==> src/tdor_pkg.sv <==
// Package for the torus dimension-order route walker.
// Holds the beat payload types, configuration types, state codes and sizes.
// No dependencies.
`default_nettype none

package tdor_pkg;

  localparam int NUM_DIMS     = 5;
  localparam int MAX_DIM_SIZE = 8;
  localparam int ORDER_SLOTS  = 5;
  localparam int COORD_W      = 3;
  localparam int SIZE_W       = 4;
  localparam int T_W          = 6;
  localparam int HOP_W        = 6;
  localparam int ORDER_W      = 15;
  localparam int CFG_IDX_W    = 3;

  typedef enum logic [CFG_IDX_W-1:0] {
    REG_SIZE_A      = 3'd0,
    REG_SIZE_B      = 3'd1,
    REG_SIZE_C      = 3'd2,
    REG_SIZE_D      = 3'd3,
    REG_SIZE_E      = 3'd4,
    REG_WRAP_MASK   = 3'd5,
    REG_ROUTE_ORDER = 3'd6
  } tdor_reg_t;

  localparam logic [SIZE_W-1:0]  SIZE_RESET  = 4'd1;
  localparam logic [ORDER_W-1:0] ORDER_RESET = 15'd18056;

  typedef enum logic [1:0] {
    S_IDLE,
    S_SETUP,
    S_STEP,
    S_FLUSH
  } tdor_state_t;

  typedef struct packed {
    logic [COORD_W-1:0] src_a;
    logic [COORD_W-1:0] src_b;
    logic [COORD_W-1:0] src_c;
    logic [COORD_W-1:0] src_d;
    logic [COORD_W-1:0] src_e;
    logic [COORD_W-1:0] dst_a;
    logic [COORD_W-1:0] dst_b;
    logic [COORD_W-1:0] dst_c;
    logic [COORD_W-1:0] dst_d;
    logic [COORD_W-1:0] dst_e;
    logic [T_W-1:0]     dst_t;
  } tdor_in_t;

  typedef struct packed {
    logic [HOP_W-1:0]   hop_number;
    logic [2:0]         hop_dim;
    logic [COORD_W-1:0] at_a;
    logic [COORD_W-1:0] at_b;
    logic [COORD_W-1:0] at_c;
    logic [COORD_W-1:0] at_d;
    logic [COORD_W-1:0] at_e;
    logic [T_W-1:0]     at_t;
    logic               last_hop;
  } tdor_out_t;

  typedef struct packed {
    logic [NUM_DIMS-1:0][SIZE_W-1:0] size;
    logic [NUM_DIMS-1:0]             wrap_mask;
    logic [ORDER_W-1:0]              route_order;
  } tdor_cfg_t;

  // Result of the shared arithmetic unit.
  typedef struct packed {
    logic               skip;
    logic [COORD_W-1:0] hops;
    logic               plus;
    logic [COORD_W-1:0] next_c;
  } tdor_unit_t;

endpackage

`default_nettype wire

==> src/torus_dimension_order_route.sv <==
// Dimension-order route walker for a five-dimensional mesh or torus: an accepted
// source/destination beat produces one result beat per single-step hop, in the
// dimension order held in route_order, with last_hop marking the final beat. One
// shared ring unit is stepped by a sequencer through an accept step, a setup step per
// order slot plus one, a step per hop and a flush step, so a route occupies the
// block until it is done; in_stall stays high for that time and output
// stalls stretch it. Configuration writes are always taken (cfg_ready is high) and
// must only be issued while no route is in progress. Depends on tdor_pkg, tdor_walk.
`default_nettype none

module torus_dimension_order_route (
  input  wire logic                              clk,
  input  wire logic                              rst_n,
  input  wire logic                              in_valid,
  output logic                                   in_stall,
  input  wire tdor_pkg::tdor_in_t                in_data,
  output logic                                   out_valid,
  input  wire logic                              out_stall,
  output tdor_pkg::tdor_out_t                    out_data,
  input  wire logic                              cfg_valid,
  output logic                                   cfg_ready,
  input  wire logic [tdor_pkg::CFG_IDX_W-1:0]    cfg_index,
  input  wire logic [tdor_pkg::ORDER_W-1:0]      cfg_data
);
  import tdor_pkg::*;

  tdor_cfg_t cfg_r, cfg_nxt;

  assign cfg_ready = 1'b1;

  always_comb begin
    cfg_nxt = cfg_r;
    if (cfg_valid) begin
      case (tdor_reg_t'(cfg_index))
        REG_SIZE_A:      cfg_nxt.size[0]     = cfg_data[SIZE_W-1:0];
        REG_SIZE_B:      cfg_nxt.size[1]     = cfg_data[SIZE_W-1:0];
        REG_SIZE_C:      cfg_nxt.size[2]     = cfg_data[SIZE_W-1:0];
        REG_SIZE_D:      cfg_nxt.size[3]     = cfg_data[SIZE_W-1:0];
        REG_SIZE_E:      cfg_nxt.size[4]     = cfg_data[SIZE_W-1:0];
        REG_WRAP_MASK:   cfg_nxt.wrap_mask   = cfg_data[NUM_DIMS-1:0];
        REG_ROUTE_ORDER: cfg_nxt.route_order = cfg_data;
        default: begin
          cfg_nxt = cfg_r;
        end
      endcase
    end
  end

  always_ff @(posedge clk) begin
    if (!rst_n) begin
      cfg_r.size        <= {NUM_DIMS{SIZE_RESET}};
      cfg_r.wrap_mask   <= '0;
      cfg_r.route_order <= ORDER_RESET;
    end else begin
      cfg_r <= cfg_nxt;
    end
  end

  tdor_walk u_walk (
    .clk       (clk),
    .rst_n     (rst_n),
    .cfg       (cfg_r),
    .in_valid  (in_valid),
    .in_stall  (in_stall),
    .in_data   (in_data),
    .out_valid (out_valid),
    .out_stall (out_stall),
    .out_data  (out_data)
  );

endmodule

`default_nettype wire

==> src/tdor_unit.sv <==
// Shared ring arithmetic for one dimension: distance, direction and single step.
// Depends on tdor_pkg.
`default_nettype none

module tdor_unit (
  input  wire logic [tdor_pkg::COORD_W-1:0] cur_c,
  input  wire logic [tdor_pkg::COORD_W-1:0] dst_c,
  input  wire logic [tdor_pkg::SIZE_W-1:0]  size_raw,
  input  wire logic                         wrap,
  input  wire logic                         step_plus,
  output tdor_pkg::tdor_unit_t              res
);
  import tdor_pkg::*;

  logic [SIZE_W-1:0]  sz;
  logic [COORD_W-1:0] delta;
  logic [SIZE_W-1:0]  delta2;
  logic [SIZE_W-1:0]  cur_ext;
  logic [SIZE_W-1:0]  dst_ext;
  logic [SIZE_W-1:0]  sz_minus_dist;
  logic [SIZE_W-1:0]  sz_minus_one;

  always_comb begin
    if (size_raw == '0) begin
      sz = SIZE_W'(1);
    end else if (size_raw > SIZE_W'(MAX_DIM_SIZE)) begin
      sz = SIZE_W'(MAX_DIM_SIZE);
    end else begin
      sz = size_raw;
    end

    cur_ext       = {1'b0, cur_c};
    dst_ext       = {1'b0, dst_c};
    delta         = (dst_c > cur_c) ? (dst_c - cur_c) : (cur_c - dst_c);
    delta2        = {delta, 1'b0};
    sz_minus_dist = sz - {1'b0, delta};
    sz_minus_one  = sz - SIZE_W'(1);

    res.skip = (cur_c == dst_c) || (wrap && ((cur_ext >= sz) || (dst_ext >= sz)));

    // A torus dimension goes the short way; an exact half ring breaks the tie on parity.
    if (wrap && (delta2 > sz)) begin
      res.hops = sz_minus_dist[COORD_W-1:0];
      res.plus = (dst_c < cur_c);
    end else if (wrap && (delta2 == sz)) begin
      res.hops = delta;
      res.plus = ~cur_c[0];
    end else begin
      res.hops = delta;
      res.plus = (dst_c > cur_c);
    end

    if (step_plus) begin
      if (wrap && ((cur_ext + SIZE_W'(1)) == sz)) begin
        res.next_c = '0;
      end else begin
        res.next_c = cur_c + COORD_W'(1);
      end
    end else begin
      if (wrap && (cur_c == '0)) begin
        res.next_c = sz_minus_one[COORD_W-1:0];
      end else begin
        res.next_c = cur_c - COORD_W'(1);
      end
    end
  end

endmodule

`default_nettype wire

==> src/tdor_walk.sv <==
// Route sequencer: walks the order slots, steps the shared unit once per hop
// and hands hop beats through a holding stage and an output register.
// Depends on tdor_pkg and tdor_unit.
`default_nettype none

module tdor_walk (
  input  wire logic                 clk,
  input  wire logic                 rst_n,
  input  wire tdor_pkg::tdor_cfg_t  cfg,
  input  wire logic                 in_valid,
  output logic                      in_stall,
  input  wire tdor_pkg::tdor_in_t   in_data,
  output logic                      out_valid,
  input  wire logic                 out_stall,
  output tdor_pkg::tdor_out_t       out_data
);
  import tdor_pkg::*;

  tdor_state_t                     state_r, state_nxt;
  logic [NUM_DIMS-1:0][COORD_W-1:0] cur_r, cur_nxt;
  logic [NUM_DIMS-1:0][COORD_W-1:0] dst_r, dst_nxt;
  logic [T_W-1:0]                  t_r, t_nxt;
  logic [2:0]                      slot_r, slot_nxt;
  logic [2:0]                      dim_r, dim_nxt;
  logic [COORD_W-1:0]              hops_r, hops_nxt;
  logic                            plus_r, plus_nxt;
  logic [HOP_W-1:0]                hop_cnt_r, hop_cnt_nxt;
  tdor_out_t                       pend_r, pend_nxt;
  logic                            pend_vld_r, pend_vld_nxt;
  tdor_out_t                       out_r, out_nxt;
  logic                            out_vld_r, out_vld_nxt;

  logic [2:0]                      order_dim;
  logic [2:0]                      sel_dim;
  logic                            dim_ok;
  logic [2:0]                      idx;
  logic                            out_free;
  logic                            can_gen;
  logic [NUM_DIMS-1:0][COORD_W-1:0] moved;
  tdor_unit_t                      ures;

  assign order_dim = (slot_r < 3'(ORDER_SLOTS)) ? cfg.route_order[slot_r*3 +: 3] : '0;
  assign sel_dim   = (state_r == S_SETUP) ? order_dim : dim_r;
  assign dim_ok    = (sel_dim < 3'(NUM_DIMS));
  assign idx       = dim_ok ? sel_dim : '0;

  tdor_unit u_unit (
    .cur_c     (cur_r[idx]),
    .dst_c     (dst_r[idx]),
    .size_raw  (cfg.size[idx]),
    .wrap      (cfg.wrap_mask[idx]),
    .step_plus (plus_r),
    .res       (ures)
  );

  assign out_free = !out_vld_r || !out_stall;
  assign can_gen  = !pend_vld_r || out_free;

  always_comb begin
    for (int k = 0; k < NUM_DIMS; k++) begin
      moved[k] = (3'(k) == dim_r) ? ures.next_c : cur_r[k];
    end
  end

  always_ff @(posedge clk) begin
    if (!rst_n) begin
      state_r    <= S_IDLE;
      cur_r      <= '0;
      slot_r     <= '0;
      hops_r     <= '0;
      hop_cnt_r  <= '0;
      pend_vld_r <= 1'b0;
      out_vld_r  <= 1'b0;
    end else begin
      state_r    <= state_nxt;
      cur_r      <= cur_nxt;
      slot_r     <= slot_nxt;
      hops_r     <= hops_nxt;
      hop_cnt_r  <= hop_cnt_nxt;
      pend_vld_r <= pend_vld_nxt;
      out_vld_r  <= out_vld_nxt;
    end
  end

  always_ff @(posedge clk) begin
    dst_r  <= dst_nxt;
    t_r    <= t_nxt;
    dim_r  <= dim_nxt;
    plus_r <= plus_nxt;
    pend_r <= pend_nxt;
    out_r  <= out_nxt;
  end

  always_comb begin
    state_nxt    = state_r;
    cur_nxt      = cur_r;
    dst_nxt      = dst_r;
    t_nxt        = t_r;
    slot_nxt     = slot_r;
    dim_nxt      = dim_r;
    hops_nxt     = hops_r;
    plus_nxt     = plus_r;
    hop_cnt_nxt  = hop_cnt_r;
    pend_nxt     = pend_r;
    pend_vld_nxt = pend_vld_r;
    out_nxt      = out_r;
    out_vld_nxt  = out_vld_r && out_stall;

    case (state_r)
      S_IDLE: begin
        if (in_valid) begin
          cur_nxt[0]  = in_data.src_a;
          cur_nxt[1]  = in_data.src_b;
          cur_nxt[2]  = in_data.src_c;
          cur_nxt[3]  = in_data.src_d;
          cur_nxt[4]  = in_data.src_e;
          dst_nxt[0]  = in_data.dst_a;
          dst_nxt[1]  = in_data.dst_b;
          dst_nxt[2]  = in_data.dst_c;
          dst_nxt[3]  = in_data.dst_d;
          dst_nxt[4]  = in_data.dst_e;
          t_nxt       = in_data.dst_t;
          slot_nxt    = '0;
          hop_cnt_nxt = '0;
          state_nxt   = S_SETUP;
        end
      end
      S_SETUP: begin
        if (slot_r == 3'(ORDER_SLOTS)) begin
          slot_nxt  = '0;
          state_nxt = S_FLUSH;
        end else begin
          slot_nxt = slot_r + 3'd1;
          if (dim_ok && !ures.skip) begin
            dim_nxt   = sel_dim;
            hops_nxt  = ures.hops;
            plus_nxt  = ures.plus;
            state_nxt = S_STEP;
          end
        end
      end
      S_STEP: begin
        if (can_gen) begin
          cur_nxt             = moved;
          hop_cnt_nxt         = hop_cnt_r + HOP_W'(1);
          pend_nxt.hop_number = hop_cnt_r + HOP_W'(1);
          pend_nxt.hop_dim    = dim_r;
          pend_nxt.at_a       = moved[0];
          pend_nxt.at_b       = moved[1];
          pend_nxt.at_c       = moved[2];
          pend_nxt.at_d       = moved[3];
          pend_nxt.at_e       = moved[4];
          pend_nxt.at_t       = t_r;
          pend_nxt.last_hop   = 1'b0;
          pend_vld_nxt        = 1'b1;
          // A newer hop exists, so the held one cannot be the last of the route.
          if (pend_vld_r) begin
            out_nxt          = pend_r;
            out_nxt.last_hop = 1'b0;
            out_vld_nxt      = 1'b1;
          end
          hops_nxt = hops_r - COORD_W'(1);
          if (hops_r == COORD_W'(1)) begin
            state_nxt = S_SETUP;
          end
        end
      end
      S_FLUSH: begin
        if (!pend_vld_r) begin
          state_nxt = S_IDLE;
        end else if (out_free) begin
          out_nxt          = pend_r;
          out_nxt.last_hop = 1'b1;
          out_vld_nxt      = 1'b1;
          pend_vld_nxt     = 1'b0;
          state_nxt        = S_IDLE;
        end
      end
      default: begin
        state_nxt = S_IDLE;
      end
    endcase
  end

  assign in_stall  = (state_r != S_IDLE);
  assign out_valid = out_vld_r;
  assign out_data  = out_r;

endmodule

`default_nettype wire

==> config.mk <==
export PLATFORM = sky130hd
export DESIGN_NAME = torus_dimension_order_route
export DESIGN_NICKNAME = d
export VERILOG_FILES = /design/src/tdor_pkg.sv /design/src/torus_dimension_order_route.sv /design/src/tdor_unit.sv /design/src/tdor_walk.sv
export SDC_FILE = /design/constraint.sdc
export NUM_CORES = 1
export LEC_CHECK = 0
export ABC_AREA = 1
export BUFFER_PORTS_ARGS = -buffer_cell sky130_fd_sc_hd__buf_2
export CAP_MARGIN = 40
export CORE_MARGIN = 1
export CORE_UTILIZATION = 60
export CTS_BUF_LIST = sky130_fd_sc_hd__clkbuf_4 sky130_fd_sc_hd__clkbuf_8
export DETAILED_ROUTE_END_ITERATION = 8
export GPL_ROUTABILITY_DRIVEN = 0
export HOLD_SLACK_MARGIN = 0.12
export PLACE_DENSITY = 0.78
export REMOVE_ABC_BUFFERS = 1
export SYNTH_ARGS = -nofsm -noshare
export SYNTH_HDL_FRONTEND = slang
export SYNTH_SLANG_ARGS = --single-unit
==> constraint.sdc <==
create_clock -name clk -period 11.95 [get_ports clk]
set_clock_uncertainty 0.05 [all_clocks]
set_input_delay 0.5975 -clock clk [delete_from_list [all_inputs] [get_ports clk]]
set_output_delay 0.5975 -clock clk [all_outputs]
set_load 0.02 [all_outputs]
### Yosys cells after proc, flatten, opt, wreduce, memory -nomap -nowiden

Index checks and enable logic that the tools add are counted.

| word-level totals | value |
|---|---|
| register bits after elaboration | 157 |
| output and inout bits | 34 |

| operators by class | value |
|---|---|
| $add $sub $neg | 10 |
| multiply operators | 1 |
| order comparisons | 9 |
| eq/ne operators | 28 |
| shift operators | 1 |
| multiplexer cells | 59 |
| bitwise gates (word level) | 2 |
| reductions and logical operators | 41 |

Operators by type and width:

| kind | count |
|---|---|
| 2-to-1 mux 31 bit | 4 |
| one-hot mux 31 bit (2 select lines) | 1 |
| 2-to-1 mux 3 bit | 19 |
| 2-to-1 mux 15 bit | 2 |
| one-hot mux 15 bit (2 select lines) | 1 |
| AND reduction 2 bit | 11 |
| binary-select mux 3 bit (select 3 bit) | 2 |
| 2-to-1 mux 4 bit | 4 |
| indexed part select 15 x 6 -> 3 bit | 1 |
| 2-to-1 mux 2 bit | 7 |
| binary-select mux 4 bit (select 3 bit) | 1 |
| equality test 3 bit, second input constant | 4 |
| 2-to-1 mux 6 bit | 2 |
| one-hot mux 3 bit (2 select lines) | 2 |
| one-hot mux 6 bit (2 select lines) | 1 |
| inequality test 2 x 1 -> 1 bit, second input constant | 5 |
| AND reduction 5 bit | 2 |
| nonzero test 2 bit | 5 |
| logical NOT 3 bit | 3 |
| 2-to-1 mux 1 bit | 9 |
| subtractor 3 x 1 -> 3 bit, second input constant | 3 |
| subtractor 3 bit | 3 |
| equality test 4 bit | 2 |
| >= comparator 3 x 4 -> 1 bit | 2 |
| other kinds (31) | 55 |

### Longest topological paths before layout

Gate-level depths: netlist of the first run.

| depth | value |
|---|---|
| word-level depth | 20 |
| depth in mapped cells | 33 |

### Hierarchy

From an unflattened synthesis of the first run, not the netlist that was laid out.

| second synthesis, totals | value |
|---|---|
| cell total of the unflattened synthesis | 927 |
| area total of the unflattened synthesis | 7597.3 um^2 |

By module, submodules not included:

| module | instances | cells each | area each (um^2) | sequential area each (um^2) |
|---|---|---|---|---|
| tdor_walk | 1 | 561 | 5197.5 | 3203.1 |
| torus_dimension_order_route | 1 | 238 | 1640.3 | 800.8 |
| tdor_unit | 1 | 128 | 759.5 | 0.0 |

### Worst setup path before layout of the first run

OpenSTA, ideal clock, no wires.

| timing | value |
|---|---|
| path kind | flip-flop to flip-flop |
| from | register u_walk.slot_r[0] |
| to | register u_walk.plus_r, data pin |
| library setup time | 264 ps |
| arrival | 4058 ps |
| required time | 11636 ps |
| setup slack | 7577 ps |
| cell stages (with the launch flop) | 32 |
| path through | dfxtp_1 > buf_6 > nand2_1 > nand2_1 > nand2_1 > nand2_1 > nand2_1 > nand2_2 > nand2_4 > nand2_8 > nand2_4 > buf_6 > buf_6 > inv_1 > nand2_1 > a32o_1 > o21ai_0 > ha_1 > a21oi_1 > o21ai_0 > nand2_1 > mux2_2 > xor2_1 > inv_1 > ha_1 > nand2_1 > inv_1 > a221oi_1 > nor2_1 > nand2_1 > o211ai_1 > o21ai_0 |

RTL lines:

| item | line | source |
|---|---|---|
| start, declared | tdor_walk.sv:23 | `logic [2:0] slot_r, slot_nxt;` |
| start signal, assigned | tdor_walk.sv:77 | `slot_r <= slot_nxt;` |
| end signal, assigned | tdor_walk.sv:89 | `plus_r <= plus_nxt;` |
| end, declared | tdor_walk.sv:26 | `logic plus_r, plus_nxt;` |

==> results.toml, run 1 <==
[timing]
maxSlewHeadroom_pct = 41.99
maxSlewViolCount = 0
max_freq_mhz = 195.6
finalHoldViolCount = 0
setup_ws_ns = 6.837
tns_ns = 0
setup_viol = 0
tightest_slew_ns = 0.8669
fin_crit_sh_pct = 42.79
rsz0062_at_grt = "false"
period_needed_ns = 5.113

[cells_and_area]
nFillCells = 1018
drive_above_1_share_pct = 20.60
multi_input_area_um2 = 3157
register_area_um2 = 4004
fin_cells = 1134
area_delta_synth_final_pct = 13.20
fin_nets = 1035
diodes = 0

[logic_synthesis]
synth_top_family_by_area = "simple AND/OR/NAND/NOR gates"
syn_inst = 862
synth_top_area_share_pct = 33.81
synthSimpleGateAreaFrac_pct = 26.75
ys_types = 48
async_flop_share_pct = 0
synth-seq-cells = 157
synth_top_area_cell = "edfxtp_1"
synth_edf_count = 86
synth_area_leaders = "edfxtp_1, dfxtp_1, nand2_1"
yosys_warnings = 0
synthXorXnorAreaFrac_pct = 0.8026
synth_ff_type = "edfxtp_1"
synth-compound-area-share_pct = 9.402
yosys.area_share.adder_pct = 4.062
ys_seq_area_share_pct = 52.42
syn_area_per_cell_um2 = 8.861
synthMuxAreaShare_pct = 0.1474
netlist_area_um2 = 7639

[worst_setup_path]
critPathSlowestCell = "dfxtp_1"
cp.arrival_ns = 5.28
regToRegEndpoint = "u_walk.plus_r"
reg2reg_from = "u_walk.slot_r[0]"
crit_type = "register to register"
worstSetupStartpointType = "register"
cp-end-kind = "register"
required_ns = 12.11
worst_path_most_repeated_cell = "nand2_1"
cp_max_fo = 22
slowest_delay_ns = 0.56
reg2reg_slack_ns = 6.84
reg2reg_depth = 28

[cts]
h-tree-depth = 4
post_cts_resized = 0
clk-insertion-delay-late_ns = 0.47
clk_path_buf_depth = 2
cts_root_buffer = "clkbuf_8"
cts_buffers = 17
cts_tree = "built"
cts_num_sinks = 157
hold_buffers = 0
clk_pin_slew_ns = 0.08
postCtsSetupRepairBufs = 0

[die]
rows = 40
dieArea_um2 = 13190
initial_core_util_pct = 62.55
die_w_um = 114.8
die_y_um = 114.8
ioPinCount = 93
core_um2 = 12210

[route]
wire_per_inst_um = 13.37
drtAntennaViolNets = 0
num_vias = 5938
drc_errors = 0
vias_per_cell = 5.236
firstDrtPassIters = 5
postRouteWirelength_um = 15160
dr.first_iter.drc_count = 491

[place]
placed_cells = 1102
dp_hpwl_um = 10910
port-buffer-count = 91
dp_slack_ns = 6.886

[global_routing]
grt_pass1_wl_um = 25520
grt_max_degree = 49
grt_pass1_vias = 5458
grt_usage_pct = 25.35
antenna_found_initial = 0
grt-ovfl-total = 0

[hold_path]
min_from = "in_data[13]"
worstHoldPathType = "input port to register"
min_path_cells = 1
holdPathEnd = "u_walk.dst_r[7]"

[run]
drv_cap = 0

[outcome]
outcome = "finished, final reports clean"
## how the worst max path moves through the flow
stage,from,end,slack [ns],cells after the start
6_report,u_walk.slot_r[0],u_walk.plus_r,6.84,28
5_1_grt,u_walk.slot_r[0],u_walk.plus_r,6.37,28
4_1_cts,u_walk.slot_r[0],u_walk.plus_r,6.87,28
3_5_place_dp,u_walk.slot_r[0],u_walk.plus_r,6.89,28
3_3_place_gp,u_walk.slot_r[0],u_walk.plus_r,7.10,28
2_1_floorplan,u_walk.slot_r[0],u_walk.plus_r,7.51,28
## worst max-delay path, delay by kind of cell (launching register included)
kind	cells	cell delay, ns
AND/OR/NAND/NOR	12	1.31
flip-flops	1	0.56
XOR/XNOR	1	0.17
adder cells (fa/ha/maj)	2	0.64
buffers and inverters	4	0.54
multiplexers	1	0.36
AO/OA/AOI/OAI	8	1.24
## state kept, by name (all words and copies together), names as in the netlist
name               cells
cfg_r                 40
u_walk.out_data       31
u_walk.pend_r         30
u_walk.cur_r          15
u_walk.dst_r          15
u_walk.hop_cnt_r       6
u_walk.t_r             6
u_walk.dim_r           3
u_walk.hops_r          3
u_walk.slot_r          3
u_walk.state_r         2
u_walk.out_valid       1
u_walk.pend_vld_r      1
u_walk.plus_r          1
## metal layers
metal | GRT usage, % | wire (um) | vias up
met5 | 0 | 0 | -
met1 | 33.53 | 6871 | 2687
met2 | 39.64 | 7000 | 181
met3 | 5.640 | 849 | 34
li1 | - | - | 3036
met4 | 12.64 | 436 | 0
## logic make-up after synthesis
group | Yosys count
fa+ha+maj | 23
flops | 157
other cells | 1
buf+inv | 112
simple gates | 445
mux | 1
compound gates | 116
xor+xnor | 7
## placed cells by master, fill, tap and decap left out, types with 3 or more instances in the layout
cell type   instances
a21oi_1            32
a21oi_2            11
a32o_1              3
buf_2              91
buf_4               5
bufinv_16           3
clkbuf_8           17
clkinv_1            3
clkinvlp_4          5
dfxtp_1            71
edfxtp_1           86
fa_1                3
ha_1               20
inv_1              80
inv_2               5
nand2_1           209
nand2_2            18
nand2_4            10
nand3_1            71
nand3_2             7
nand3b_1            6
nand4_1             4
nor2_1            101
nor2_2              6
nor3_1              5
o211ai_1            5
o21a_1              4
o21ai_0            47
xor2_1              5
## final cells by class
cell class | instances | area share (%)
clock buffers | 17 | 2.706
clock inverters | 15 | 1.982
inverters | 86 | 3.733
multi-input cells | 593 | 36.51
flip-flops and latches | 157 | 46.30
well taps | 168 | 2.431
repair buffers | 98 | 6.338
## synth_stat cells, drive strengths merged (3+ instances only)
cell type and number:
fa 3, o21a 4, inv 85, a32o 3, or2 3, xor2 5, nand3 78, nand2 239
nor2 109, o211ai 7, buf 13, clkbuf 13, nand4 4, edfxtp 86, nor3 5, a21oi 44
dfxtp 71, ha 20, nand3b 6, o21ai 51
## metrics by stage
stage                     cell area (um2)  util, %  hold WS, ns
after floorplan                      7475        -       0.3503
after global placement               8187    67.04       0.3507
after detailed placement             8242    67.49       0.3545
after CTS                            8647    70.81       0.2355
after global routing                 8647    70.81       0.2222
final                                8647    70.81       0.2558
Power of run 1 is not shown: default switching activity piles up to over one toggle a cycle in this logic, so the estimate is an artifact.
==> run 2: changes to the inputs <==
--- a/config.mk
+++ b/config.mk
@@ -9,12 +9,12 @@
 export BUFFER_PORTS_ARGS = -buffer_cell sky130_fd_sc_hd__buf_2
 export CAP_MARGIN = 40
 export CORE_MARGIN = 1
-export CORE_UTILIZATION = 60
+export CORE_UTILIZATION = 55
 export CTS_BUF_LIST = sky130_fd_sc_hd__clkbuf_4 sky130_fd_sc_hd__clkbuf_8
 export DETAILED_ROUTE_END_ITERATION = 8
 export GPL_ROUTABILITY_DRIVEN = 0
 export HOLD_SLACK_MARGIN = 0.12
-export PLACE_DENSITY = 0.78
+export PLACE_DENSITY = 0.75
 export REMOVE_ABC_BUFFERS = 1
 export SYNTH_ARGS = -nofsm -noshare
 export SYNTH_HDL_FRONTEND = slang
==> constraint.sdc (replaced) <==
create_clock -name clk -period 4.6 [get_ports clk]
set_clock_uncertainty 0.05 [all_clocks]
set_input_delay 0.23 -clock clk [delete_from_list [all_inputs] [get_ports clk]]
set_output_delay 0.23 -clock clk [all_outputs]
set_load 0.02 [all_outputs]
==> results.toml, run 2 (synthesis gave the netlist of run 1 again) <==
[place]
port-buffer-count = 91
dp_slack_ns = -0.09725
dp_hpwl_um = 11440
placed_cells = 1122
dpl-instance-area_um2 = 8362

[worst_setup_path]
worstSetupStartpointType = "register"
cp.arrival_ns = 4.51
required_ns = 4.77
crit_type = "register to register"
cp-end-kind = "register"
cp_max_fo = 11

[cts]
clk-insertion-delay-late_ns = 0.47
h-tree-depth = 4
clk_pin_slew_ns = 0.09
cts_root_buffer = "clkbuf_8"
cts_num_sinks = 157
clk_path_buf_depth = 2
cts_tree = "built"
cts_buffers = 17

[die]
rows = 42
dieArea_um2 = 14360
core_um2 = 13400
die_w_um = 119.9
die_y_um = 119.9
initial_core_util_pct = 57.00
ioPinCount = 93

[global_routing]
grt_max_degree = 49
grt-ovfl-total = 0
grt_pass1_vias = 6129
grt_pass1_wl_um = 28000
antenna_found_initial = 0
grt_usage_pct = 24.93

[route]
num_vias = 6274
met2_length_um = 8229
wl_met3_um = 849
m1WireLength_um = 7405
wire_per_inst_um = 13.90
dr.first_iter.drc_count = 497
postRouteWirelength_um = 16860
firstDrtPassIters = 5
drtAntennaViolNets = 0
drc_errors = 0
top_layer = "met4"
vias_per_cell = 5.172

[timing]
max_freq_mhz = 230.5
tightest_slew_ns = 0.8217
maxSlewViolCount = 0
finalHoldViolCount = 0
setup_viol = 0
period_needed_ns = 4.339
fin_crit_sh_pct = 94.32
setup_ws_ns = 0.2611
maxSlewHeadroom_pct = 45.02

[run]
drv_cap = 0

[cells_and_area]
fin_cells = 1213
final_util_pct = 70.03
largest_reg_flops = 40
top_register = "cfg_r"
final_cell_mix = "nand2_1, nor2_1, buf_2"
layout_commonest_cell = "nand2_1"
drive_above_1_share_pct = 22.76
finish.instance_area_um2 = 9384
area_delta_synth_final_pct = 22.85
fin_nets = 1106
diodes = 0

[hold_path]
worstHoldPathType = "input port to register"

[outcome]
outcome = "finished, final reports clean"
run 2: path summary, 6_finish.rpt:
kind	from	endpoint	slack, ns	depth (start not counted)
min reg2reg	u_walk.pend_r[17]	u_walk.out_data[17]	0.37	0
max	u_walk.slot_r[0]	u_walk.plus_r	0.26	27
min	in_data[35]	u_walk.cur_r[2]	0.13	5
max reg2reg	u_walk.slot_r[0]	u_walk.plus_r	0.26	27
run 2: worst max-delay path, cell delays in order, from the launching register on:
cell        delay, ns
dfxtp_4          0.38
buf_4            0.16
nor2_4           0.11
nand3_1          0.09
nand2_2          0.10
nand2_4          0.08
nand2_8          0.11
nand2_4          0.10
clkinvlp_4       0.14
nand2_1          0.09
a32o_1           0.24
o21a_1           0.19
inv_2            0.09
ha_1             0.25
nand2_1          0.10
o21ai_2          0.07
nand2_2          0.10
mux2_2           0.36
xor2_2           0.14
inv_1            0.08
ha_1             0.32
nand2_1          0.06
inv_1            0.11
a221oi_2         0.08
nor2_2           0.18
nand2_2          0.11
o211ai_1         0.10
o21ai_0          0.10
run 2: cell type report:
cell class | count | area [um2]
Clock buffer | 17 | 234.0
Clock inverter | 15 | 151.4
Fill cell | 1077 | 4016
Inverter | 86 | 329.1
Multi-Input combinational cell | 593 | 3218
Sequential cell | 157 | 4009
Tap cell | 176 | 220.2
Timing Repair Buffer | 169 | 1222
run 2: through the flow:
| stage | hold slack (ns) | TNS (ns) |
|---|---|---|
| after floorplan | 0.2641 | 0 |
| after global placement | 0.3510 | 0 |
| after detailed placement | 0.3545 | -0.1602 |
| after CTS | 0.1224 | 0 |
| after global routing | 0.1508 | -0.07537 |
| final | 0.1316 | 0 |
run 2: per-layer routing:
layer  track usage, %  vias up
met3            4.895       32
met1            30.92     2872
met5                0        -
met2            42.30      202
li1                 -     3168
met4            10.70        0
run 2: timing repair:
| item | 4_1_cts | 5_1_grt |
|---|---|---|
| setup endpoints to repair | 3 | 4 |
| setup buffers | 2 | 7 |
| hold endpoints to repair | 74 | 0 |
| resized for setup | 1 | 20 |
| pin swaps | 1 | 6 |
| hold buffers | 50 | 0 |
Power of run 2 is left out for the same reason.
